**src/design/kofe_pkg.sv**
```systemverilog
// package for the keyed oldest-first event cache
// types, sizes and codes shared by the cell chain, the controller and the top level
// no dependencies

package kofe_pkg;

    localparam int DEPTH  = 16;
    localparam int IDX_W  = (DEPTH > 1) ? $clog2(DEPTH) : 1;
    localparam int CNT_W  = $clog2(DEPTH + 1);
    localparam int KEY_W  = 32;
    localparam int DATA_W = 64;
    localparam int AGE_W  = 64;
    localparam int ADDR_W = 3;
    localparam int REG_W  = 32;

    // register index as taken from paddr above the byte offset
    localparam logic [ADDR_W-3:0] REG_NO_LISTENER = '0;

    typedef enum logic [1:0] {
        OP_INSERT,
        OP_POP,
        OP_INIT,
        OP_SHUTDOWN
    } op_t;

    typedef enum logic [2:0] {
        ST_INSERTED,
        ST_POPPED,
        ST_NOMATCH,
        ST_FULL,
        ST_REJECTED,
        ST_CLEARED,
        ST_NOTREADY
    } status_t;

    typedef enum logic {
        S_IDLE,
        S_SCAN
    } state_t;

    // token that walks down the cell chain, one cell per cycle
    typedef struct packed {
        logic              active;
        logic              is_pop;
        logic [KEY_W-1:0]  owner;
        logic [KEY_W-1:0]  listener;
        logic [DATA_W-1:0] payload;  // insert: data to store, pop: best payload so far
        logic [AGE_W-1:0]  age;      // insert: stamp to store, pop: best age so far
        logic              found;
        logic [IDX_W-1:0]  idx;
    } tok_t;

    // broadcast commands from the controller to every cell
    typedef struct packed {
        logic             clear;
        logic             remove;
        logic [IDX_W-1:0] idx;
    } cmd_t;

endpackage

```
**src/design/kofe_cell.sv**
```systemverilog
// one slot of the event cache chain: holds an entry and passes the scan token on
// depends on kofe_pkg

module kofe_cell (
    input  logic                        clk,
    input  logic                        rst_n,
    input  logic [kofe_pkg::IDX_W-1:0]  cell_idx,
    input  kofe_pkg::cmd_t              cmd,
    input  kofe_pkg::tok_t              tok_in,
    output kofe_pkg::tok_t              tok_out
);
    import kofe_pkg::*;

    logic              valid_reg;
    logic              valid_next;
    logic [KEY_W-1:0]  owner_reg;
    logic [KEY_W-1:0]  listener_reg;
    logic [DATA_W-1:0] payload_reg;
    logic [AGE_W-1:0]  age_reg;
    tok_t              tok_reg;
    tok_t              tok_next;
    logic              hit_free;
    logic              match;
    logic              better;

    always_comb
    begin
        hit_free = tok_in.active && !tok_in.is_pop && !tok_in.found && !valid_reg;
        match    = tok_in.active && tok_in.is_pop && valid_reg &&
                   (owner_reg == tok_in.owner) && (listener_reg == tok_in.listener);
        // strict compare keeps the lower slot on equal ages
        better   = match && (!tok_in.found || (age_reg < tok_in.age));

        tok_next = tok_in;
        if (hit_free)
        begin
            tok_next.found = 1'b1;
            tok_next.idx   = cell_idx;
        end
        if (better)
        begin
            tok_next.found   = 1'b1;
            tok_next.idx     = cell_idx;
            tok_next.age     = age_reg;
            tok_next.payload = payload_reg;
        end

        valid_next = valid_reg;
        if (cmd.clear)
        begin
            valid_next = 1'b0;
        end
        else if (cmd.remove && (cmd.idx == cell_idx))
        begin
            valid_next = 1'b0;
        end
        else if (hit_free)
        begin
            valid_next = 1'b1;
        end
    end

    always_ff @(posedge clk or negedge rst_n)
    begin
        if (!rst_n)
        begin
            valid_reg <= 1'b0;
            tok_reg   <= '0;
        end
        else
        begin
            valid_reg <= valid_next;
            tok_reg   <= tok_next;
        end
    end

    always_ff @(posedge clk)
    begin
        if (hit_free)
        begin
            owner_reg    <= tok_in.owner;
            listener_reg <= tok_in.listener;
            payload_reg  <= tok_in.payload;
            age_reg      <= tok_in.age;
        end
    end

    assign tok_out = tok_reg;

endmodule

```
**config.mk**
```make
export PLATFORM = sky130hd
export DESIGN_NAME = kofe_cell
export DESIGN_NICKNAME = d
export VERILOG_FILES = /design/src/design/kofe_pkg.sv /design/src/design/kofe_cell.sv
export SDC_FILE = /design/constraint.sdc
export NUM_CORES = 1
export LEC_CHECK = 0
export BUFFER_PORTS_ARGS = -buffer_cell sky130_fd_sc_hd__buf_2
export CORE_AREA = 2 2 153 192
export CTS_BUF_LIST = sky130_fd_sc_hd__clkbuf_8
export CTS_CLUSTER_SIZE = 14
export DETAILED_ROUTE_END_ITERATION = 10
export DIE_AREA = 0 0 155 194
export GPL_ROUTABILITY_DRIVEN = 0
export PLACE_DENSITY = 0.82
export SLEW_MARGIN = 10
export SYNTH_ARGS = -nofsm -noshare
export SYNTH_HDL_FRONTEND = slang
export SYNTH_SLANG_ARGS = --single-unit
export TNS_END_PERCENT = 5
```
**constraint.sdc**
```tcl
create_clock -name clk -period 7.7 [get_ports clk]
set_input_delay 0.385 -clock clk [delete_from_list [all_inputs] [get_ports clk]]
set_output_delay 0.385 -clock clk [all_outputs]
set_load 0.01 [all_outputs]
```
==> results of run 1 <==
power groups by stage:
stage	combinational [mW]	clock [mW]	sequential (mW)
after floorplan	0.125	0	2.39
after global routing	0.484	2.05	2.33
after CTS	0.439	1.93	2.32
after detailed placement	0.354	0	2.36
after global placement	0.341	0	2.36
final	0.450	1.92	2.33
layout by cell type, fill, tap and decap left out, types with 20 or more instances in the layout:
cell type      synthesis  final
buf_2                  0    408
a21oi_1               25     25
dlygate4sd3_1          0    197
mux2_4               100    100
dfrtp_1              200    200
xor2_1                23     23
inv_1                 69     76
nand4_1               20     20
mux2_1                20     20
edfxtp_1             192    192
clkbuf_8               0     63
xnor2_1               45     45
ha_1                  63     63
stage by stage:
stage	hold slack [ns]	power [mW]	instance area, um^2
global placement	0.380	2.70	17600
finish	0.0456	4.69	20900
CTS	0.000277	4.69	20900
detailed placement	0.385	2.72	17600
global route	0.0139	4.86	20900
floorplan	0.0894	2.52	15300
logic make-up (layout without fill, tap and decap cells):
| family | Yosys count | in the layout | synth area share [%] |
|---|---|---|---|
| flops | 392 | 392 | 70.4 |
| mux | 132 | 132 | 12.2 |
| buf+inv | 83 | 786 | 3.35 |
| simple gates | 73 | 73 | 2.66 |
| xor+xnor | 68 | 68 | 3.89 |
| fa+ha+maj | 63 | 63 | 5.15 |
| compound gates | 55 | 55 | 2.38 |
| other cells | 0 | 5 | 0 |
cell type report:
type,instances,area share (%)
flip-flops and latches,392,51.5
inverters,69,1.28
repair buffers,611,19.5
multi-input cells,391,19.2
clock buffers,62,4.08
clock inverters,44,2.25
well taps,355,2.13
diodes,5,0.0599
worst max-delay path, cell delays in order:
cell           delay, ns
dlygate4sd3_1       0.54
buf_2               0.12
inv_1               0.04
ha_1                0.29
a2111oi_0           0.49
o311ai_0            0.22
a211oi_1            0.43
o211ai_2            0.19
a21oi_4             0.69
buf_4               0.94
mux2_4              0.36
synth_stat cells, types with 2 or more instances:
cell / count
o21a_1: 4
o221ai_1: 2
nor4_1: 8
nor3_1: 4
edfxtp_1: 192
inv_1: 69
a21oi_1: 25
a211oi_1: 2
o21ai_0: 6
and3_1: 2
xnor2_1: 45
mux2_4: 100
mux2_1: 20
a21o_1: 3
buf_12: 11
dfrtp_1: 200
mux2_2: 12
nand4_1: 20
ha_1: 63
a22o_1: 2
nand2_1: 16
and4_1: 4
xor2_1: 23
nor2_1: 7
nand3_1: 6
buf_6: 3
final timing paths:
| path | from | endpoint | slack [ns] | cells after the start |
|---|---|---|---|---|
| max in group asynchronous | rst_n | tok_out[74]$_DFF_PN0_ | 5.99 | 3 |
| worst max register to register | age_reg[1]$_DFFE_PP_ | tok_out[89]$_DFF_PN0_ | 3.52 | 8 |
| min in group asynchronous | rst_n | tok_out[1]$_DFF_PN0_ | 0.37 | 2 |
| worst max-delay path | tok_in[6] | tok_out[89]$_DFF_PN0_ | 3.40 | 11 |
| worst min register to register | payload_reg[10]$_DFFE_PP_ | tok_out[79]$_DFF_PN0_ | 0.47 | 1 |
| worst min-delay path | tok_in[2] | tok_out[2]$_DFF_PN0_ | 0.05 | 2 |
metal layers:
metal  GRT usage, %  part of all wire, %  vias up
li1               -                    -     4441
met1           28.9                   35     4974
met2           50.4                   54      469
met3           6.71                  6.4      146
met4           14.5                  5.2        2
met5              0                0.034        -
==> qor.csv, run 1 <==
stage,metric,value,unit
global_route,largest net degree at the start of global routing,119,
critical_path,CP max FO,57,
clocking,Post-CTS Setup Inserts,0,
clocking,Post-CTS Hold Fix Bufs,197,
global_route,GRT Residual Overflow,0,
outcome,status,"finished, final reports clean",
floorplanning,die width,155,um
global_route,initial antenna violation count,6,
critical_path,Worst Path Required,8.18,ns
synthesis,cells after synthesis,866,
synthesis,Yosys cell types,43,
timing,Worst-Margin Slew,1.08,ns
cells_and_area,max reg flops,199,
pwr,internal power,3.60,mW
pwr,Leakage,9.32,nW
critical_path,endpoint class of the critical path,flip-flop,
clocking,TritonCTS clock tree,yes,
floorplanning,# IOs,410,
job,Max Cap Viol,0,
critical_path,Startpoint Class,input pin,
clocking,Worst-Skew Late Latency,0.60,ns
synthesis,Main synth FF type,dfrtp_1,
cells_and_area,FILL cells,1566,
pwr,Comb power frac,9.6,%
synthesis,area fraction of the dominant cell type after synthesis,37.7,%
pwr,Psw,1.09,mW
clocking,"CTS clk-pin slew, worst paths",0.07,ns
synthesis,"flops & latches, synth",392,
pwr,sequential power share,49.5,%
floorplanning,starting density of the core,54.2,%
floorplanning,Die H,194,um
timing,setup TNS,0,ns
cells_and_area,final std cells w/o fill,1929,
cells_and_area,Reg area,0.0108,mm^2
synthesis,cell taking the most area after synthesis,edfxtp_1,
cells_and_area,final core occ,74.0,%
placement,post-DP HPWL,23800,um
synthesis,ys async rst share,51.0,%
pwr,clock power share,40.9,%
cells_and_area,Area growth syn-to-layout,36.6,%
timing,Hold Fails Final Rpt,0,
clocking,Max clock buf depth,3,
timing,minimum clock period,4.30,ns
clocking,CTS buffer count,56,
timing,period utilisation layout,55.8,%
floorplanning,Die ar.,0.0301,mm^2
placement,I/O Buffers,409,
synthesis,Mapped Avg Cell Area,17.7,um^2
drt,DR DRC count,0,
timing,slew margin rel.,28.2,%
pwr,Power Density,225,mW/mm^2
drt,Post-DRT Antenna Nets,0,
drt,DR iter-0 viols,412,
timing,Worst Clk Skew,0.0331,ns
drt,drt total wl,41800,um
timing,Setup Viol. Count Final,0,
timing,Slew Limit Fails,0,
critical_path,WS Path Type,in -> reg,
synthesis,syn nets,1140,
timing,unrepaired setup endpoints after global routing,false,
clocking,H-tree depth,2,
drt,drt via density,5.20,
clocking,number of sinks on the clock net,392,
drt,routed via count,10000,
clocking,clock root buffer,clkbuf_8,
synthesis,cell area after synthesis,0.0153,mm^2
global_route,GRT Overall Usage,27.5,%
min_path,worst hold path type,in -> reg,
drt,wire length per cell,21.7,um
timing,Fmax,233,MHz
global_route,vias in the first global route,11300,
synthesis,Ys Warns,0,
cells_and_area,nets@finish,1795,
critical_path,CP arrival,4.77,ns
placement,pre-CTS WS,3.39,ns
pwr,sw frac,23.2,%
cells_and_area,share of cells above drive strength 1,39.6,%
synthesis,sequential area share after synthesis,70.4,%
timing,Final WS setup,3.40,ns
drt,length of the first detailed-routing pass in iterations,4,
clocking,post-CTS sizing,0,
synthesis,Post-synth EDFFs,192,
floorplanning,Rows,69,
floorplanning,core box area,0.0282,mm^2
cells_and_area,multi-input logic area,0.00402,mm^2
placement,Placed Cells,1621,
synthesis,Synth area leaders,"edfxtp_1, dfrtp_1, mux2_4, ha_1, xnor2_1",
pwr,Worst IR Drop VDD,0.148,mV
global_route,first-pass GRT wire length,63000,um
Note: power is estimated with default switching activity, not from simulation.
==> run 2, diff against run 1 <==
CORE_AREA = 2 2 162 203   (was 2 2 153 192)
DIE_AREA = 0 0 164 205   (was 0 0 155 194)
PLACE_DENSITY = 0.77   (was 0.82)
clock period = 3.5 ns   (was 7.7 ns; I/O delays follow)
==> run 2 against run 1 <==
  * Clock power grew 110%
  * Total power rose by 120%
  * Design area rose by 1.7%
  * Die area rose by 12%
  * Largest power group unchanged
==> qor.csv, run 2 (synthesis gave the netlist of run 1 again) <==
stage,metric,value,unit
outcome,status,"finished, final reports clean",
critical_path,Worst Path Required,3.98,ns
placement,I/O Buffers,409,
clocking,CTS buffer count,57,
critical_path,reg2reg start,age_reg[1]$_DFFE_PP_,
timing,Hold Fails Final Rpt,0,
cells_and_area,Area growth syn-to-layout,38.9,%
floorplanning,die width,164,um
timing,Worst Clk Skew,0.0227,ns
critical_path,reg2reg path depth,9,
timing,Worst-Margin Slew,0.699,ns
critical_path,CP arrival,3.66,ns
drt,wire length per cell,19.7,um
drt,drt total wl,39600,um
cells_and_area,max reg flops,199,
job,Max Cap Viol,0,
pwr,Worst IR Drop VDD,0.327,mV
timing,slew margin rel.,53.4,%
cells_and_area,most frequent cells in the layout,"buf_2, dlygate4sd3_1, dfrtp_1",
global_route,vias in the first global route,10900,
global_route,largest net degree at the start of global routing,82,
pwr,Leakage,9.47,nW
critical_path,critical path's largest stage delay,0.45,ns
timing,Final WS setup,0.313,ns
floorplanning,core box area,0.0317,mm^2
drt,DR DRC count,0,
clocking,clock root buffer,clkbuf_8,
cells_and_area,share of cells above drive strength 1,39.9,%
clocking,Worst-Skew Late Latency,0.62,ns
critical_path,CP top delay family,compound AO/OA/AOI/OAI gates,
cells_and_area,ANT cells,0,
timing,period utilisation layout,91.1,%
drt,length of the first detailed-routing pass in iterations,4,
cells_and_area,"most common cell after layout, fill and taps aside",buf_2,
critical_path,endpoint class of the critical path,flip-flop,
clocking,TritonCTS clock tree,yes,
critical_path,Reg2Reg Capture Point,tok_out[129]$_DFF_PN0_,
cells_and_area,final core occ,67.0,%
timing,Slew Limit Fails,0,
placement,pre-CTS WS,0.195,ns
critical_path,WS Path Type,reg -> reg,
global_route,GRT Residual Overflow,0,
critical_path,"most used cell, CP",buf_12,
clocking,Max clock buf depth,3,
floorplanning,Rows,73,
min_path,worst hold path type,in -> async,
placement,Placed Cells,1694,
clocking,"CTS clk-pin slew, worst paths",0.07,ns
timing,setup TNS,0,ns
timing,Setup Viol. Count Final,0,
critical_path,"Critical Path, Cell by Cell",ha_1 -> a2111oi_1 -> o311ai_0 -> a211oi_1 -> o211ai_2 -> a21oi_4 -> buf_12 -> buf_12 -> mux2_1,
clocking,number of sinks on the clock net,392,
floorplanning,# IOs,410,
placement,post-DP HPWL,25200,um
timing,Fmax,314,MHz
global_route,initial antenna violation count,1,
critical_path,CP max FO,32,
drt,Post-DRT Antenna Nets,0,
drt,DR iter-0 viols,626,
floorplanning,Die H,205,um
drt,drt via density,4.95,
floorplanning,starting density of the core,48.3,%
critical_path,Startpoint Class,flip-flop,
cells_and_area,final std cells w/o fill,2007,
drt,routed via count,9928,
timing,minimum clock period,3.19,ns
floorplanning,Die ar.,0.0336,mm^2
global_route,GRT Overall Usage,23.2,%
timing,unrepaired setup endpoints after global routing,false,
global_route,first-pass GRT wire length,58900,um
pwr,Power Density,480,mW/mm^2
critical_path,R2R Setup Slk,0.31,ns
cells_and_area,nets@finish,1821,
critical_path,"Max stage delay cell, worst path",a2111oi_1,
clocking,H-tree depth,2,
critical_path,buffers and inverters on the worst path,2,
run 2: changes by cell type in the layout (fill, tap and decap cells not counted), moves of 3 or more:
cell | before | now
dlygate4sd3_1 | 197 | 206
buf_12 | 0 | 8
buf_4 | 5 | 13
clkbuf_8 | 63 | 70
inv_1 | 76 | 83
clkinv_2 | 16 | 10
diode_2 | 5 | 0
clkinv_1 | 7 | 3
bufinv_16 | 10 | 7
run 2: final cells by class:
cell class	instances	area [um^2]
clock inverters	38	355
fillers	2001	10400
multi-input cells	391	4020
well taps	412	515
inverters	69	263
clock buffers	69	950
repair buffers	636	4380
flip-flops and latches	392	10800
run 2: worst max-delay path by stage:
| stage | startpoint | end | cells past startpoint |
|---|---|---|---|
| 3_3_place_gp | age_reg[1]$_DFFE_PP_ | tok_out[0]$_DFF_PN0_ | 8 |
| 5_1_grt | age_reg[1]$_DFFE_PP_ | tok_out[0]$_DFF_PN0_ | 8 |
| 2_1_floorplan | valid_reg$_DFFE_PN0P_ | age_reg[0]$_DFFE_PP_ | 2 |
| 6_report | age_reg[1]$_DFFE_PP_ | tok_out[129]$_DFF_PN0_ | 9 |
| 4_1_cts | age_reg[1]$_DFFE_PP_ | tok_out[127]$_DFF_PN0_ | 9 |
| 3_5_place_dp | age_reg[1]$_DFFE_PP_ | tok_out[127]$_DFF_PN0_ | 9 |
run 2: repair_timing:
action / 4_1_cts / 5_1_grt
hold buffers: 206 / 0
resized for setup: 0 / 1
setup buffers: 0 / 0
setup endpoints to repair: 0 / 30
hold endpoints to repair: 471 / 0
run 2: power by group:
group	internal [mW]	total, mW	switching, mW
Clock	2.32	4.10	1.79
Sequential	5.04	5.11	0.0662
Combinational	0.511	0.999	0.489
Total	7.87	10.2	2.34
run 2: worst reg2reg max path, stage by stage, from the launching register on:
cell       delay (ns)
edfxtp_1         0.40
ha_1             0.30
a2111oi_1        0.45
o311ai_0         0.29
a211oi_1         0.37
o211ai_2         0.18
a21oi_4          0.20
buf_12           0.24
buf_12           0.25
mux2_1           0.39
run 2: per-layer routing:
layer | global-route usage, % | up-vias | share of wire, %
met3 | 5.59 | 95 | 6.6
li1 | - | 4487 | -
met2 | 42.4 | 400 | 53
met5 | 0 | - | 0
met4 | 9.52 | 0 | 3.4
met1 | 25.8 | 4946 | 37
run 2: stage by stage:
step	hold WS [ns]	cell area (um^2)	power, mW
3_5_place_dp	0.276	17900	5.99
4_1_cts	0.178	21200	10.2
5_1_grt	0.225	21300	10.6
3_3_place_gp	0.269	17900	5.96
2_1_floorplan	-0.121	15300	5.53
6_report	0.181	21300	10.2
==> run 3, diff against run 2 <==
RECOVER_POWER = 25   (was unset)
==> run 3 against run 2 <==
  * Total power decreased by 0.28%
  * Via count about the same
  * Fmax decreased by 1.6%
  * Critical path type unchanged
  * Largest power group unchanged
  * Highest routed layer unchanged
==> qor.csv, run 3 (synthesis gave the netlist of run 1 again) <==
stage,metric,value,unit
outcome,status,"finished, final reports clean",
cells_and_area,ANT cells,0,
drt,wire length on met2,21000,um
critical_path,WS Path Type,reg -> reg,
pwr,Power Density,484,mW/mm^2
timing,Worst-Margin Slew,0.695,ns
timing,period utilisation layout,92.5,%
floorplanning,Rows,73,
drt,drt via density,4.95,
timing,minimum clock period,3.24,ns
placement,post-DP HPWL,25200,um
drt,met3 WL,2730,um
clocking,H-tree depth,2,
critical_path,reg2reg path depth,8,
cells_and_area,most frequent cells in the layout,"buf_2, dlygate4sd3_1, dfrtp_1",
critical_path,R2R Setup Slk,0.26,ns
critical_path,Startpoint Class,flip-flop,
pwr,Worst IR Drop VDD,0.327,mV
floorplanning,core box area,0.0317,mm^2
placement,Placed Cells,1694,
critical_path,endpoint class of the critical path,flip-flop,
critical_path,"Max stage delay cell, worst path",a22oi_1,
pwr,PnR Total Power,10.2,mW
global_route,vias in the first global route,10900,
drt,wire length per cell,19.6,um
cells_and_area,final std cells w/o fill,2007,
clocking,Worst-Skew Late Latency,0.61,ns
global_route,first-pass GRT wire length,58900,um
cells_and_area,multi-input logic area,0.00402,mm^2
clocking,"CTS clk-pin slew, worst paths",0.07,ns
cells_and_area,Reg area,0.0108,mm^2
timing,Setup Viol. Count Final,0,
critical_path,"Critical Path, Cell by Cell",ha_1 -> a2111oi_1 -> o311ai_0 -> a211oi_1 -> o211ai_2 -> a22oi_1 -> buf_4 -> mux2_2,
critical_path,CP arrival,3.71,ns
drt,routed via count,9936,
critical_path,Worst Path Required,3.98,ns
drt,met1 WL,14300,um
pwr,Leakage,8.98,nW
critical_path,reg2reg start,age_reg[1]$_DFFE_PP_,
drt,max layer used,met4,
drt,DR iter-0 viols,669,
clocking,Post-CTS Setup Inserts,0,
cells_and_area,max reg flops,199,
timing,unrepaired setup endpoints after global routing,false,
timing,Fmax,309,MHz
global_route,GRT Overall Usage,23.2,%
timing,Slew Limit Fails,0,
cells_and_area,nets@finish,1821,
drt,Post-DRT Antenna Nets,0,
cells_and_area,share of cells above drive strength 1,28.5,%
drt,DR DRC count,0,
drt,length of the first detailed-routing pass in iterations,4,
timing,Worst Clk Skew,0.0181,ns
floorplanning,die width,164,um
critical_path,launch point of the worst path,age_reg[1]$_DFFE_PP_,
critical_path,Reg2Reg Capture Point,tok_out[2]$_DFF_PN0_,
floorplanning,Die ar.,0.0336,mm^2
global_route,initial antenna violation count,1,
floorplanning,# IOs,410,
drt,drt total wl,39400,um
floorplanning,starting density of the core,48.3,%
floorplanning,Die H,205,um
clocking,number of sinks on the clock net,392,
critical_path,critical path's largest stage delay,0.50,ns
cells_and_area,FILL cells,2120,
cells_and_area,"most common cell after layout, fill and taps aside",buf_2,
clocking,CTS buffer count,57,
clocking,TritonCTS clock tree,yes,
timing,slew margin rel.,53.6,%
min_path,worst hold path type,in -> async,
placement,I/O Buffers,409,
global_route,largest net degree at the start of global routing,82,
cells_and_area,Area growth syn-to-layout,37.4,%
clocking,Max clock buf depth,3,
clocking,clock root buffer,clkbuf_8,
critical_path,CP max FO,3,
timing,Hold Fails Final Rpt,0,
job,Max Cap Viol,0,
global_route,GRT Residual Overflow,0,
-- run 3: cell types whose count changed in the layout (fill, tap and decap cells not counted), sizes merged --
cell / previous run / this run
buf: 429 / 246
clkbuf: 70 / 253
-- run 3: layer usage --
metal	vias up	GRT usage (%)
met4	0	9.52
met3	95	5.59
met5	-	0
met2	390	42.4
li1	4486	-
met1	4965	25.8
-- run 3: power breakdown --
group / leakage (nW) / switching, mW / internal (mW) / total [mW]
sequential: 4.09 / 0.0662 / 5.04 / 5.11
clock: 0.729 / 1.79 / 2.32 / 4.10
combinational: 4.15 / 0.490 / 0.481 / 0.970
-- run 3: what timing repair did --
action,in CTS,in global routing
endpoints found under the setup margin,0,30
hold buffers,206,0
endpoints found under the hold margin,471,0
gates resized for setup,0,1
-- run 3: worst max-delay path, delay by kind of cell (launching register included) --
family / cells / cell delay [ns]
flip-flops: 1 / 0.40
multiplexers: 1 / 0.37
AO/OA/AOI/OAI: 5 / 1.80
buffers and inverters: 1 / 0.24
adder cells (fa/ha/maj): 1 / 0.30
-- run 3: stage by stage --
stage | utilization [%] | cell area [um^2] | TNS, ns | setup WS, ns | hold slack (ns)
after global routing | 66.3 | 21000 | 0 | 0.0574 | 0.234
final | 66.3 | 21000 | 0 | 0.262 | 0.171
after floorplan | - | 15300 | -43.50 | -0.227 | -0.121
after detailed placement | 56.4 | 17900 | 0 | 0.195 | 0.276
after global placement | 56.4 | 17900 | 0 | 0.282 | 0.269
after CTS | 67.0 | 21200 | 0 | 0.158 | 0.178
-- run 3: layout make-up --
class / count / area share [%]
inverter: 69 / 1.25
multi-input combinational: 391 / 19.1
timing repair buffer: 636 / 19.7
clock inverter: 38 / 1.69
tap: 412 / 2.45
clock buffer: 69 / 4.52
sequential: 392 / 51.2
-- run 3: worst max-delay path by stage --
stage                        endpoint  slack [ns]  cells after the start
2_1_floorplan    age_reg[0]$_DFFE_PP_       -0.23                      2
3_3_place_gp     tok_out[0]$_DFF_PN0_        0.28                      8
3_5_place_dp   tok_out[127]$_DFF_PN0_        0.20                      9
4_1_cts        tok_out[127]$_DFF_PN0_        0.16                      9
5_1_grt          tok_out[0]$_DFF_PN0_        0.06                      8
6_report         tok_out[2]$_DFF_PN0_        0.26                      8
