[config.mk]
export PLATFORM = sky130hd
export DESIGN_NAME = kofe_ctrl
export DESIGN_NICKNAME = d
export VERILOG_FILES = /design/src/design/kofe_pkg.sv /design/src/design/kofe_ctrl.sv
export SDC_FILE = /design/constraint.sdc
export NUM_CORES = 1
export LEC_CHECK = 0
export BUFFER_PORTS_ARGS = -buffer_cell sky130_fd_sc_hd__buf_2
export CORE_AREA = 4 4 250 252
export DETAILED_ROUTE_END_ITERATION = 16
export DIE_AREA = 0 0 254 256
export HOLD_SLACK_MARGIN = 0.08
export PLACE_DENSITY = 0.43
export SETUP_SLACK_MARGIN = 0.4
export SLEW_MARGIN = 40
export SYNTH_ARGS = -nofsm -noshare
export SYNTH_HDL_FRONTEND = slang
export SYNTH_SLANG_ARGS = --single-unit
[constraint.sdc]
create_clock -name clk -period 2.5 [get_ports clk]
set_input_delay 0.25 -clock clk [delete_from_list [all_inputs] [get_ports clk]]
set_output_delay 0.25 -clock clk [all_outputs]
set_load 0.005 [all_outputs]
[src/design/kofe_pkg.sv]
// package for the keyed oldest-first event cache
// types, sizes and codes shared by the cell chain, the controller and the top level
// no dependencies

package kofe_pkg;

    localparam int DEPTH  = 16;
    localparam int IDX_W  = (DEPTH > 1) ? $clog2(DEPTH) : 1;
    localparam int CNT_W  = $clog2(DEPTH + 1);
    localparam int KEY_W  = 32;
    localparam int DATA_W = 64;
    localparam int AGE_W  = 64;
    localparam int ADDR_W = 3;
    localparam int REG_W  = 32;

    // register index as taken from paddr above the byte offset
    localparam logic [ADDR_W-3:0] REG_NO_LISTENER = '0;

    typedef enum logic [1:0] {
        OP_INSERT,
        OP_POP,
        OP_INIT,
        OP_SHUTDOWN
    } op_t;

    typedef enum logic [2:0] {
        ST_INSERTED,
        ST_POPPED,
        ST_NOMATCH,
        ST_FULL,
        ST_REJECTED,
        ST_CLEARED,
        ST_NOTREADY
    } status_t;

    typedef enum logic {
        S_IDLE,
        S_SCAN
    } state_t;

    // token that walks down the cell chain, one cell per cycle
    typedef struct packed {
        logic              active;
        logic              is_pop;
        logic [KEY_W-1:0]  owner;
        logic [KEY_W-1:0]  listener;
        logic [DATA_W-1:0] payload;  // insert: data to store, pop: best payload so far
        logic [AGE_W-1:0]  age;      // insert: stamp to store, pop: best age so far
        logic              found;
        logic [IDX_W-1:0]  idx;
    } tok_t;

    // broadcast commands from the controller to every cell
    typedef struct packed {
        logic             clear;
        logic             remove;
        logic [IDX_W-1:0] idx;
    } cmd_t;

endpackage

[src/design/kofe_ctrl.sv]
// controller of the event cache: command decode, scan sequencing, counters, result registers
// depends on kofe_pkg

module kofe_ctrl (
    input  logic                         clk,
    input  logic                         rst_n,
    input  logic                         start,
    input  logic [1:0]                   opcode,
    input  logic [kofe_pkg::KEY_W-1:0]   owner_key,
    input  logic [kofe_pkg::KEY_W-1:0]   listener_key,
    input  logic [kofe_pkg::DATA_W-1:0]  event_payload,
    input  logic [kofe_pkg::KEY_W-1:0]   no_listener,
    input  kofe_pkg::tok_t               tail,
    output kofe_pkg::tok_t               head,
    output kofe_pkg::cmd_t               cmd,
    output logic                         busy,
    output logic                         done,
    output logic [2:0]                   status,
    output logic [kofe_pkg::DATA_W-1:0]  popped_payload,
    output logic [kofe_pkg::CNT_W-1:0]   occupancy
);
    import kofe_pkg::*;

    state_t            state_reg;
    state_t            state_next;
    logic              ready_reg;
    logic              ready_next;
    logic [CNT_W-1:0]  count_reg;
    logic [CNT_W-1:0]  count_next;
    logic [AGE_W-1:0]  age_reg;
    logic [AGE_W-1:0]  age_next;
    logic              done_reg;
    logic              done_next;
    status_t           status_reg;
    status_t           status_next;
    logic [DATA_W-1:0] pop_data_reg;
    logic [DATA_W-1:0] pop_data_next;
    logic [CNT_W-1:0]  occ_reg;
    logic [CNT_W-1:0]  occ_next;
    logic              accept;
    logic              need_scan;
    op_t               op;

    assign op     = op_t'(opcode);
    assign accept = start && (state_reg == S_IDLE);

    always_comb
    begin
        need_scan = 1'b0;
        unique case (op)
            OP_INSERT:
            begin
                need_scan = ready_reg && (count_reg < CNT_W'(DEPTH));
            end
            OP_POP:
            begin
                need_scan = ready_reg && (listener_key != no_listener);
            end
            default:
            begin
                need_scan = 1'b0;
            end
        endcase
    end

    // next state
    always_comb
    begin
        state_next = state_reg;
        unique case (state_reg)
            S_IDLE:
            begin
                if (accept && need_scan)
                begin
                    state_next = S_SCAN;
                end
            end
            S_SCAN:
            begin
                if (tail.active)
                begin
                    state_next = S_IDLE;
                end
            end
            default:
            begin
                state_next = S_IDLE;
            end
        endcase
    end

    // outputs and datapath updates
    always_comb
    begin
        head          = '0;
        cmd           = '0;
        ready_next    = ready_reg;
        count_next    = count_reg;
        age_next      = age_reg;
        done_next     = 1'b0;
        status_next   = status_reg;
        pop_data_next = '0;
        occ_next      = occ_reg;

        unique case (state_reg)
            S_IDLE:
            begin
                if (accept)
                begin
                    if (need_scan)
                    begin
                        head.active   = 1'b1;
                        head.is_pop   = (op == OP_POP);
                        head.owner    = owner_key;
                        head.listener = listener_key;
                        if (op == OP_INSERT)
                        begin
                            head.payload = event_payload;
                            head.age     = age_reg + AGE_W'(1);
                        end
                    end
                    else
                    begin
                        done_next = 1'b1;
                        unique case (op)
                            OP_INSERT:
                            begin
                                status_next = ready_reg ? ST_FULL : ST_NOTREADY;
                                occ_next    = ready_reg ? count_reg : '0;
                            end
                            OP_POP:
                            begin
                                status_next = ST_REJECTED;
                                occ_next    = ready_reg ? count_reg : '0;
                            end
                            default:
                            begin
                                cmd.clear   = 1'b1;
                                ready_next  = (op == OP_INIT);
                                count_next  = '0;
                                age_next    = '0;
                                status_next = ST_CLEARED;
                                occ_next    = '0;
                            end
                        endcase
                    end
                end
            end
            S_SCAN:
            begin
                if (tail.active)
                begin
                    done_next = 1'b1;
                    if (!tail.is_pop)
                    begin
                        status_next = ST_INSERTED;
                        count_next  = count_reg + CNT_W'(1);
                        occ_next    = count_reg + CNT_W'(1);
                        // sequence skips zero after it wraps
                        age_next    = (tail.age == '0) ? AGE_W'(1) : tail.age;
                    end
                    else if (tail.found)
                    begin
                        status_next   = ST_POPPED;
                        pop_data_next = tail.payload;
                        cmd.remove    = 1'b1;
                        cmd.idx       = tail.idx;
                        count_next    = count_reg - CNT_W'(1);
                        occ_next      = count_reg - CNT_W'(1);
                    end
                    else
                    begin
                        status_next = ST_NOMATCH;
                        occ_next    = count_reg;
                    end
                end
            end
            default:
            begin
                done_next = 1'b0;
            end
        endcase
    end

    always_ff @(posedge clk or negedge rst_n)
    begin
        if (!rst_n)
        begin
            state_reg  <= S_IDLE;
            ready_reg  <= 1'b0;
            count_reg  <= '0;
            age_reg    <= '0;
            done_reg   <= 1'b0;
            status_reg <= ST_INSERTED;
        end
        else
        begin
            state_reg  <= state_next;
            ready_reg  <= ready_next;
            count_reg  <= count_next;
            age_reg    <= age_next;
            done_reg   <= done_next;
            status_reg <= status_next;
        end
    end

    always_ff @(posedge clk)
    begin
        pop_data_reg <= pop_data_next;
        occ_reg      <= occ_next;
    end

    assign busy           = (state_reg != S_IDLE);
    assign done           = done_reg;
    assign status         = status_reg;
    assign popped_payload = pop_data_reg;
    assign occupancy      = occ_reg;

endmodule

==> key figures, run 1 <==
Critical path
  – CP arrival: ~2.6 ns
  – Critical path origin: age_reg[18]$_DFFE_PN0P_
  – Crit Path Category: reg -> out
  – Worst setup SP type: flop
  – Register-to-register setup slack: 0.51 ns
  – Worst Path Max Fanout: 4
  – R2R Path Start: count_reg[4]$_DFFE_PN0P_
  – Crit end category: output port
  – Worst path required time: 2.25 ns
  – Worst reg-to-reg path cell count: 6
  – RR Endpoint: status[0]$_DFFE_PN0P_

Die
  – Die X: ~250 um
  – I/O pins: roughly 640
  – Core footprint: 60130 um^2
  – Die H: between 200 and 300 um
  – Site row count: 90
  – DIE AREA: between 60000 and 70000 um^2
  – Initial cell density of the core: 0.1370

Pwr
  – VDD IR max: 0.5220 mV
  – PwrDens: 453.7 nW/um^2
  – Power, Total: 7.936 mW
  – P_leak: 8.550 nW

Synth
  – Syn Area/Cell: 8.029 um^2
  – Post-Syn Area: 8238 um^2
  – Top FF cell, synth: dfrtp_1
  – Number of synthesized flops with an enable pin: 5
  – Mapped Cells: ~1000
  – Largest family of logic cells by synthesized area: simple AND/OR/NAND/NOR gates
  – Area leader, netlist: dfrtp_1
  – Post-synthesis mux area share: 0.006531
  – Ys Warns: 0
  – Top cells by area, synth: dfrtp_1 (23%), dfxtp_1 (16%), and2_1 (9.8%), nand2_1 (6.8%), nand3_1 (5.7%)
  – XOR/XNOR share of the synthesized area: 0.08293
  – Top-area cell type share of the netlist area: 0.2278
  – Synth Area in Adders: 0.004557
  – Seq/Total Area, Yosys: 0.4016
  – Post-synth ARST share: 0.5208
  – Simple-Gate Fraction of Synth Area: 0.4049
  – Synth unique cells: 48
  – Synth Area in Compound Gates: 0.05331
  – Synth Register Bits: 144

Min path
  – Hold depth: 4
  – Hold Startpoint: start
  – Min-Delay Endpoint: count_reg[1]$_DFFE_PN0P_
  – Worst Hold Class: in -> reg

STA
  – Final setup fails: 44
  – Max Clk Rate: 351.0 MHz
  – Post-route setup slack: -0.3492 ns
  – Hold Vio Cnt, Final: 0
  – RSZ-0062 raised after global routing: yes
  – Fin crit period: 2.849 ns
  – Tcrit/Tclk final: 1.140
  – Relative slew slack: 0.5868
  – Fin Clk Skew: 0.01495 ns
  – Slew Limit Fails: 0
  – Tightest Pin Transition: 0.6133 ns

Routing
  – Via/cell ratio: between 4 and 5
  – Drt pass-1 iters: 5
  – Routed len/inst: roughly 21 um
  – Vias: 10985
  – Initial DRC Count: 478
  – DRC: 0
  – DRT Wirelength: 56.58 mm
  – Post-route ant nets: 0

Finish
  – Fin area: approximately 17000 um^2
  – Share of post-route cells with drive strength above 1: 0.5392
  – Final net count: 2216
  – Filler cells: roughly 6400
  – Syn-to-layout area delta: 112.3%

Placed design
  – Area post-placement: 12620 um^2
  – Place WS: -0.1347 ns
  – Final RePlAce weighted congestion: roughly 0.84
  – # port buffers: 573
  – Post-DP HPWL: between 40 and 50 mm

Run status
  – Failing checks: setup timing
  – Status: complete, but fails checks

Clocking
  – CTS tree: built
  – Sink Count: 144
  – Inserted Clock Buffers: 17
  – Worst skew pair latency: 0.49 ns
  – Max Buffers Root-to-Sink: 2
  – Htree depth: 4
  – Root buf cell: clkbuf_16
  – Worst-path clk slew: 0.07 ns

Global routing
  – Initial antenna violation count: 24
  – Largest net degree at the start of global routing: 50
  – Number of global-route vias before repair: 11462
  – GRT Overall Usage: 0.1612
  – Global route overflow: 0
  – First-pass GRT wire length: 75.84 mm

Flow run
  – Max cap viols: 0
[metal layers]
layer  wire length, um  vias to the layer above  part of all wire  global-route usage
li1                  -                     5142                 -                   -
met1             21490                     5291              0.38              0.1769
met3              3989                       87             0.071             0.04908
met5                34                        -           0.00060                   0
met2             28730                      459              0.51              0.2870
met4              2326                        6             0.041             0.06721
[cells in the mapped netlist (all sizes together), types with 7 or more instances]
| master | number |
|---|---|
| nand4 | 26 |
| dfxtp | 64 |
| a22o | 7 |
| buf | 10 |
| nand3 | 95 |
| dfrtp | 75 |
| nor2 | 73 |
| and3 | 72 |
| nand2b | 7 |
| nor3 | 20 |
| nand2 | 150 |
| o21ai | 32 |
| a21oi | 19 |
| or3 | 13 |
| inv | 25 |
| and2 | 129 |
| xor2 | 49 |
| clkbuf | 59 |
| xnor2 | 29 |
| nor4 | 31 |
[where the power goes]
| group | internal [mW] | leakage (nW) | switching, mW |
|---|---|---|---|
| clock | 1.36 | 0.298 | 1.34 |
| sequential | 2.57 | 1.57 | 0.244 |
| combinational | 1.22 | 6.68 | 1.20 |
| total | 5.15 | 8.55 | 2.79 |
[logic make-up after synthesis]
group | Yosys count
fa+ha+maj | 3
simple gates | 628
buf+inv | 94
flops | 144
other cells | 1
mux | 5
xor+xnor | 78
compound gates | 73
[critical path, cell delays in order, from the launching register on]
cell	delay, ns
dfrtp_1	0.42
nand4_4	0.17
nor4_4	0.40
buf_4	0.18
buf_8	0.13
buf_6	0.11
nand3_4	0.09
or3_4	0.34
a21oi_2	0.14
buf_2	0.14
[how the worst max path moves through the flow]
| stage | endpoint | slack, ns |
|---|---|---|
| after CTS | head[58] | -0.36 |
| after global placement | head[155] | -0.07 |
| after global routing | head[54] | -0.44 |
| after detailed placement | head[155] | -0.13 |
| final | head[54] | -0.35 |
| after floorplan | head[55] | 0.27 |
[metrics by stage]
step	std cells	utilization	TNS [ns]	hold slack, ns
final	2656	0.2909	-7.169	0.1362
after global routing	2651	0.2907	-14.07	0.08873
after CTS	2606	0.2651	-7.237	0.08208
after detailed placement	2403	0.2099	-1.773	0.1817
after global placement	2400	0.2091	-0.09927	0.1719
after floorplan	1030	-	0	-0.04559
[timing repair]
action	in CTS	in global routing
pin swaps	77	104
resized for setup	211	240
endpoints found under the setup margin	211	213
setup buffers	34	32
gates cloned	12	6
hold endpoints to repair	173	0
hold buffers	125	0
[cell usage in the layout (no fill, tap or decap), types with 25 or more instances in the layout]
master / instances
buf_2: 460
nand2_1: 139
buf_6: 138
dlygate4sd3_1: 125
buf_4: 103
nand3_1: 85
and2_1: 67
dfrtp_1: 67
dfxtp_1: 64
and2_4: 62
nor2_1: 53
xor2_1: 38
and3_1: 36
and3_4: 35
o21ai_0: 30
xnor2_1: 25
[cell type report]
type / count / area (um^2) / share of cell area
well taps: 782 / 978.4 / 0.05594
clock buffers: 17 / 425.4 / 0.02432
repair buffers: 867 / 6751 / 0.3860
multi-input cells: 794 / 5709 / 0.3264
inverters: 25 / 93.84 / 0.005365
diodes: 12 / 30.03 / 0.001717
clock inverters: 15 / 183.9 / 0.01052
flip-flops and latches: 144 / 3318 / 0.1897
Note: power is estimated with default switching activity, not from simulation.
==> run 2: changes to the inputs <==
==> constraint.sdc (replaced) <==
create_clock -name clk -period 2.5 [get_ports clk]
set_input_delay 0.5 -clock clk [delete_from_list [all_inputs] [get_ports clk]]
set_output_delay 0.5 -clock clk [all_outputs]
set_load 0.005 [all_outputs]
==> key figures, run 2 (synthesis results as in run 1) <==
Run status
  – Status: complete, but fails checks (unchanged)
  – Failing checks: setup timing (unchanged)

Global routing
  – Number of global-route vias before repair: 10423 (was 11462)
  – Initial antenna violation count: 35 (was 24)
  – Largest net degree at the start of global routing: 66 (was 50)
  – Global route overflow: 0 (unchanged)
  – GRT Overall Usage: 0.1495 (was 0.1612)
  – First-pass GRT wire length: 70.98 mm (was 75.84 mm)

STA
  – Fin crit period: 3.094 ns (was 2.849 ns)
  – Post-route setup slack: -0.5943 ns (was -0.3492 ns)
  – Tcrit/Tclk final: 1.238 (was 1.140)
  – Fin Clk Skew: 0.01876 ns (was 0.01495 ns)
  – Relative slew slack: 0.4784 (was 0.5868)
  – Slew Limit Fails: 0 (unchanged)
  – Final setup fails: 182 (was 44)
  – Max Clk Rate: 323.2 MHz (was 351.0 MHz)
  – Tightest Pin Transition: 0.7794 ns (was 0.6133 ns)
  – Hold Vio Cnt, Final: 0 (unchanged)
  – RSZ-0062 raised after global routing: yes (unchanged)
  – Hold_ws: 0.2166 ns (was 0.1362 ns)

Pwr
  – PwrDens: 466.0 nW/um^2 (was 453.7 nW/um^2)
  – Power, Total: 7.728 mW (was 7.936 mW)
  – P_leak: 8.106 nW (was 8.550 nW)
  – VDD IR max: 0.5139 mV (was 0.5220 mV)

Routing
  – Via/cell ratio: 4.154 (was 4.136)
  – Post-route ant nets: 0 (unchanged)
  – DRT Wirelength: 54.06 mm (was 56.58 mm)
  – Vias: 10617 (was 10985)
  – DRC: 0 (unchanged)
  – Initial DRC Count: 576 (was 478)
  – Routed len/inst: 21.15 um (was 21.30 um)
  – Drt pass-1 iters: 5 (unchanged)

Critical path
  – Worst reg-to-reg path cell count: 7 (was 6)
  – Crit Path Category: reg -> out (unchanged)
  – Register-to-register setup slack: 0.49 ns (was 0.51 ns)
  – RR Endpoint: age_reg[29]$_DFFE_PN0P_ (was status[0]$_DFFE_PN0P_)
  – Worst Path Max Fanout: 8 (was 4)
  – Worst path required time: 2.00 ns (was 2.25 ns)
  – CP arrival: 2.59 ns (was 2.60 ns)
  – R2R Path Start: busy$_DFF_PN0_ (was count_reg[4]$_DFFE_PN0P_)
  – Worst setup SP type: flop (unchanged)
  – Crit end category: output port (unchanged)

Flow run
  – Max cap viols: 0 (unchanged)

Finish
  – Final net count: 2113 (was 2216)
  – Most frequent cells in the layout: buf_2 (444), buf_6 (157), nand2_1 (140) (was buf_2 (460), nand2_1 (139), buf_6 (138))
  – Share of post-route cells with drive strength above 1: 0.5887 (was 0.5392)
  – Most common cell after layout, fill and taps aside: buf_2 (unchanged)
  – Non-filler cells, final: 2556 (was 2656)
  – Syn-to-layout area delta: 101.3% (was 112.3%)
  – Final Util: 0.2758 (was 0.2909)

Min path
  – Worst Hold Class: in -> reg (unchanged)
  – Min-Delay Endpoint: popped_payload[1]$_SDFF_PN0_ (was count_reg[1]$_DFFE_PN0P_)
  – Hold Startpoint: tail[70] (was start)
  – Hold depth: 2 (was 4)

Clocking
  – Worst-path clk slew: 0.07 ns (about the same)
  – Root buf cell: clkbuf_16 (unchanged)
  – CTS tree: built (unchanged)
  – Inserted Clock Buffers: 17 (unchanged)
  – Htree depth: 4 (unchanged)
  – Sink Count: 144 (unchanged)
  – Worst skew pair latency: 0.48 ns (was 0.49 ns)
  – Max Buffers Root-to-Sink: 2 (unchanged)

Placed design
  – Final RePlAce weighted congestion: 0.8759 (was 0.8377)
  – # port buffers: 573 (unchanged)
  – Post-DP HPWL: 41.27 mm (was 41.74 mm)
  – Place WS: -0.2848 ns (was -0.1347 ns)
  – Cell Count Post-Placement: 2434 (was 2403)

Die
  – Die X: 254 um (unchanged)
  – I/O pins: 643 (unchanged)
  – Core footprint: 60130 um^2 (unchanged)
  – Die H: 256 um (unchanged)
  – Site row count: 90 (unchanged)
  – Initial cell density of the core: 0.1370 (unchanged)
  – DIE AREA: 65020 um^2 (unchanged)
## run 2: cell types whose count changed in the layout (fill, tap and decap cells not counted), sizes merged
| cell | previous run | this run |
|---|---|---|
| a21oi | 19 | 20 |
| buf | 737 | 755 |
| clkbuf | 22 | 27 |
| clkinv | 6 | 3 |
| diode | 12 | 16 |
| dlygate4sd3 | 125 | 1 |
| inv | 34 | 35 |
| nand2 | 151 | 150 |
| nor2 | 74 | 73 |
## run 2: stage by stage
step	cell area [um^2]	setup TNS [ns]
after global routing	16550	-66.08
after detailed placement	13150	-18.25
after global placement	13150	-19.51
after floorplan	8597	0
after CTS	14860	-47.42
final	16580	-47.25
## run 2: area by class of cell
class                      instances  area, um^2
tap                              782       978.4
clock buffer                      18       450.4
antenna                           16       40.04
multi-input combinational        793        5793
sequential                       144        3312
timing repair buffer             765        5802
clock inverter                    13       115.1
inverter                          25       93.84
fill                            6496       43550
## run 2: where the power goes
| group | switching [mW] | internal, mW | total (mW) |
|---|---|---|---|
| registers | 0.225 | 2.57 | 2.79 |
| logic | 1.18 | 1.18 | 2.36 |
| clock network | 1.22 | 1.36 | 2.58 |
## run 2: worst max-delay path, stage by stage, from the launching register on
cell,delay (ns)
dfrtp_1,0.37
ha_2,0.18
nand4_1,0.20
nor4_4,0.20
buf_4,0.18
buf_6,0.09
buf_6,0.10
buf_8,0.12
nand2_8,0.09
nor3_4,0.23
xnor2_2,0.14
nor2_1,0.06
buf_2,0.12
## run 2: layer usage
layer / GRT usage / vias to the layer above / wire length (um)
met2: 0.2598 / 476 / 27320
met3: 0.05457 / 92 / 5048
li1: - / 4918 / -
met4: 0.04541 / 18 / 1568
met5: 0 / - / 106
met1: 0.1710 / 5113 / 20010
## run 2: what timing repair did
item                                    in CTS  in global routing
gates resized for setup                    147                240
endpoints found under the setup margin     201                215
hold buffers                                 1                  0
buffers inserted                            26                 29
cloned                                       5                 14
hold endpoints to repair                    31                  0
pin swaps                                   28                111
## run 2: worst max-delay path by stage
stage          endpoint                    from  depth (start not counted)
6_report       head[63]  age_reg[0]$_DFFE_PN0P_                         12
5_1_grt        head[63]  age_reg[0]$_DFFE_PN0P_                         12
4_1_cts        head[53]  age_reg[0]$_DFFE_PN0P_                          9
3_5_place_dp   head[46]  age_reg[5]$_DFFE_PN0P_                          9
3_3_place_gp   head[46]  age_reg[0]$_DFFE_PN0P_                          9
2_1_floorplan  head[55]  age_reg[0]$_DFFE_PN0P_                          7
==> run 3: changes to the inputs <==
- REMOVE_ABC_BUFFERS: not set -> 1
==> key figures, run 3 (synthesis results as in run 1) <==
Routing
  – Via/cell ratio: 4.161 (was 4.154)
  – DRT Wirelength: 57.78 mm (was 54.06 mm)
  – Post-route ant nets: 0 (unchanged)
  – Initial DRC Count: 607 (was 576)
  – Routed len/inst: 22.19 um (was 21.15 um)
  – Vias: 10834 (was 10617)
  – DRC: 0 (unchanged)
  – Drt pass-1 iters: 4 (was 5)

Global routing
  – Global route overflow: 0 (unchanged)
  – Largest net degree at the start of global routing: 72 (was 66)
  – First-pass GRT wire length: 78.54 mm (was 70.98 mm)
  – GRT Overall Usage: 0.1662 (was 0.1495)
  – Number of global-route vias before repair: 11124 (was 10423)
  – Initial antenna violation count: 28 (was 35)

Critical path
  – Crit Path Category: reg -> out (unchanged)
  – Worst path required time: 2.00 ns (about the same)
  – Crit end category: output port (unchanged)
  – CP arrival: 2.50 ns (was 2.59 ns)
  – Worst setup SP type: flop (unchanged)
  – CP max stage delay: 0.37 ns (about the same)
  – Highest-delay cell along the critical path: dfrtp_1 (unchanged)
  – CP Cell Sequence: ha_2 -> nand4_1 -> nor4_4 -> buf_6 -> and3_4 -> nand3_4 -> or3_1 -> a21oi_1 -> buf_2 (was ha_2 -> nand4_1 -> nor4_4 -> buf_4 -> buf_6 -> buf_6 -> buf_8 -> nand2_8 -> nor3_4 -> xnor2_2 -> nor2_1 -> buf_2)
  – Register-to-register setup slack: 0.09 ns (was 0.49 ns)
  – Worst Path Max Fanout: 6 (was 8)

Die
  – Die X: 254 um (unchanged)
  – Site row count: 90 (unchanged)
  – Die H: 256 um (unchanged)
  – Initial cell density of the core: 0.1370 (unchanged)
  – DIE AREA: 65020 um^2 (unchanged)
  – I/O pins: 643 (unchanged)
  – Core footprint: 60130 um^2 (unchanged)

Run status
  – Status: complete, but fails checks (unchanged)
  – Failing checks: setup timing (unchanged)

Finish
  – Register area: 3312 um^2 (unchanged)
  – Final net count: 2167 (was 2113)
  – Most frequent cells in the layout: buf_2 (453), buf_6 (176), nand2_1 (140) (was buf_2 (444), buf_6 (157), nand2_1 (140))
  – Area occupied by multi-input gates: 5879 um^2 (was 5793 um^2)
  – Most common cell after layout, fill and taps aside: buf_2 (unchanged)
  – Share of post-route cells with drive strength above 1: 0.6040 (was 0.5887)
  – Final Util: 0.2901 (was 0.2758)
  – Filler cells: 6444 (was 6496)
  – Syn-to-layout area delta: 111.8% (was 101.3%)

Pwr
  – Power, Total: 8.003 mW (was 7.728 mW)
  – VDD IR max: 0.4977 mV (was 0.5139 mV)
  – PwrDens: 458.7 nW/um^2 (was 466.0 nW/um^2)
  – P_leak: 8.582 nW (was 8.106 nW)

Clocking
  – Htree depth: 4 (unchanged)
  – Sink Count: 144 (unchanged)
  – Root buf cell: clkbuf_16 (unchanged)
  – Worst-path clk slew: 0.07 ns (about the same)
  – Inserted Clock Buffers: 17 (unchanged)
  – CTS tree: built (unchanged)
  – Worst skew pair latency: 0.46 ns (was 0.48 ns)
  – Max Buffers Root-to-Sink: 2 (unchanged)

STA
  – Hold Vio Cnt, Final: 0 (unchanged)
  – Fin Clk Skew: 0.007742 ns (was 0.01876 ns)
  – Relative slew slack: 0.6556 (was 0.4784)
  – Fin Setup TNS: -44.01 ns (was -47.25 ns)
  – Max Clk Rate: 332.9 MHz (was 323.2 MHz)
  – Tcrit/Tclk final: 1.202 (was 1.238)
  – Hold_ws: 0.2365 ns (was 0.2166 ns)
  – Post-route setup slack: -0.5040 ns (was -0.5943 ns)
  – Slew Limit Fails: 0 (unchanged)
  – Final setup fails: 190 (was 182)
  – Fin crit period: 3.004 ns (was 3.094 ns)
  – Tightest Pin Transition: 0.5153 ns (was 0.7794 ns)
  – RSZ-0062 raised after global routing: yes (unchanged)

Min path
  – Worst Hold Class: in -> reg (unchanged)

Flow run
  – Max cap viols: 0 (unchanged)

Placed design
  – # port buffers: 573 (unchanged)
  – Post-DP HPWL: 43.49 mm (was 41.27 mm)
  – Final RePlAce weighted congestion: 0.9538 (was 0.8759)
run 3: final timing paths:
check	start	cells past startpoint	endpoint
hold reg to reg	age_reg[63]$_DFFE_PN0P_	2	age_reg[63]$_DFFE_PN0P_
setup / recovery	age_reg[0]$_DFFE_PN0P_	9	head[55]
setup reg to reg	count_reg[4]$_DFFE_PN0P_	14	status[0]$_DFFE_PN0P_
max in group asynchronous	rst_n	3	age_reg[5]$_DFFE_PN0P_
min in group asynchronous	rst_n	2	age_reg[27]$_DFFE_PN0P_
hold / removal	tail[104]	2	popped_payload[35]$_SDFF_PN0_
run 3: routing by layer:
layer | global-route usage | vias to the layer above | part of all wire
met4 | 0.06797 | 16 | 0.042
li1 | - | 5023 | -
met1 | 0.1924 | 5250 | 0.39
met5 | 0 | - | 0.0019
met2 | 0.2802 | 460 | 0.49
met3 | 0.05660 | 85 | 0.080
run 3: cell type report:
class,count,area share
inverters,25,0.005594
clock buffers,19,0.02481
clock inverters,13,0.006454
well taps,782,0.05608
diodes,9,0.001291
flip-flops and latches,144,0.1898
multi-input cells,792,0.3370
repair buffers,820,0.3789
run 3: what timing repair did:
action | CTS | global route
hold buffers | 1 | 0
gates cloned | 24 | 3
setup buffers | 64 | 33
hold endpoints to repair | 25 | 0
endpoints found under the setup margin | 208 | 215
pin swaps | 137 | 105
gates resized for setup | 351 | 189
run 3: through the flow:
stage          instance area, um^2  cells  worst slack (ns)
2_1_floorplan                 7970    961            -3.835
6_report                     17450   2604           -0.5040
3_3_place_gp                 12930   2438           -0.2685
5_1_grt                      17450   2604           -0.5987
4_1_cts                      16160   2559           -0.5318
3_5_place_dp                 12930   2438           -0.3111
run 3: critical path: cells and delay by family (launching register included):
| kind | cells | cell delay, ns |
|---|---|---|
| fa+ha+maj | 1 | 0.20 |
| compound gates | 1 | 0.14 |
| flops | 1 | 0.37 |
| simple gates | 5 | 1.04 |
| buf+inv | 2 | 0.29 |
run 3: report_power, final:
part           switching (mW)  internal, mW  leakage [nW]
clock                    1.19          1.30         0.269
combinational            1.32          1.38          6.74
sequential              0.235          2.57          1.58
total                    2.75          5.26          8.58
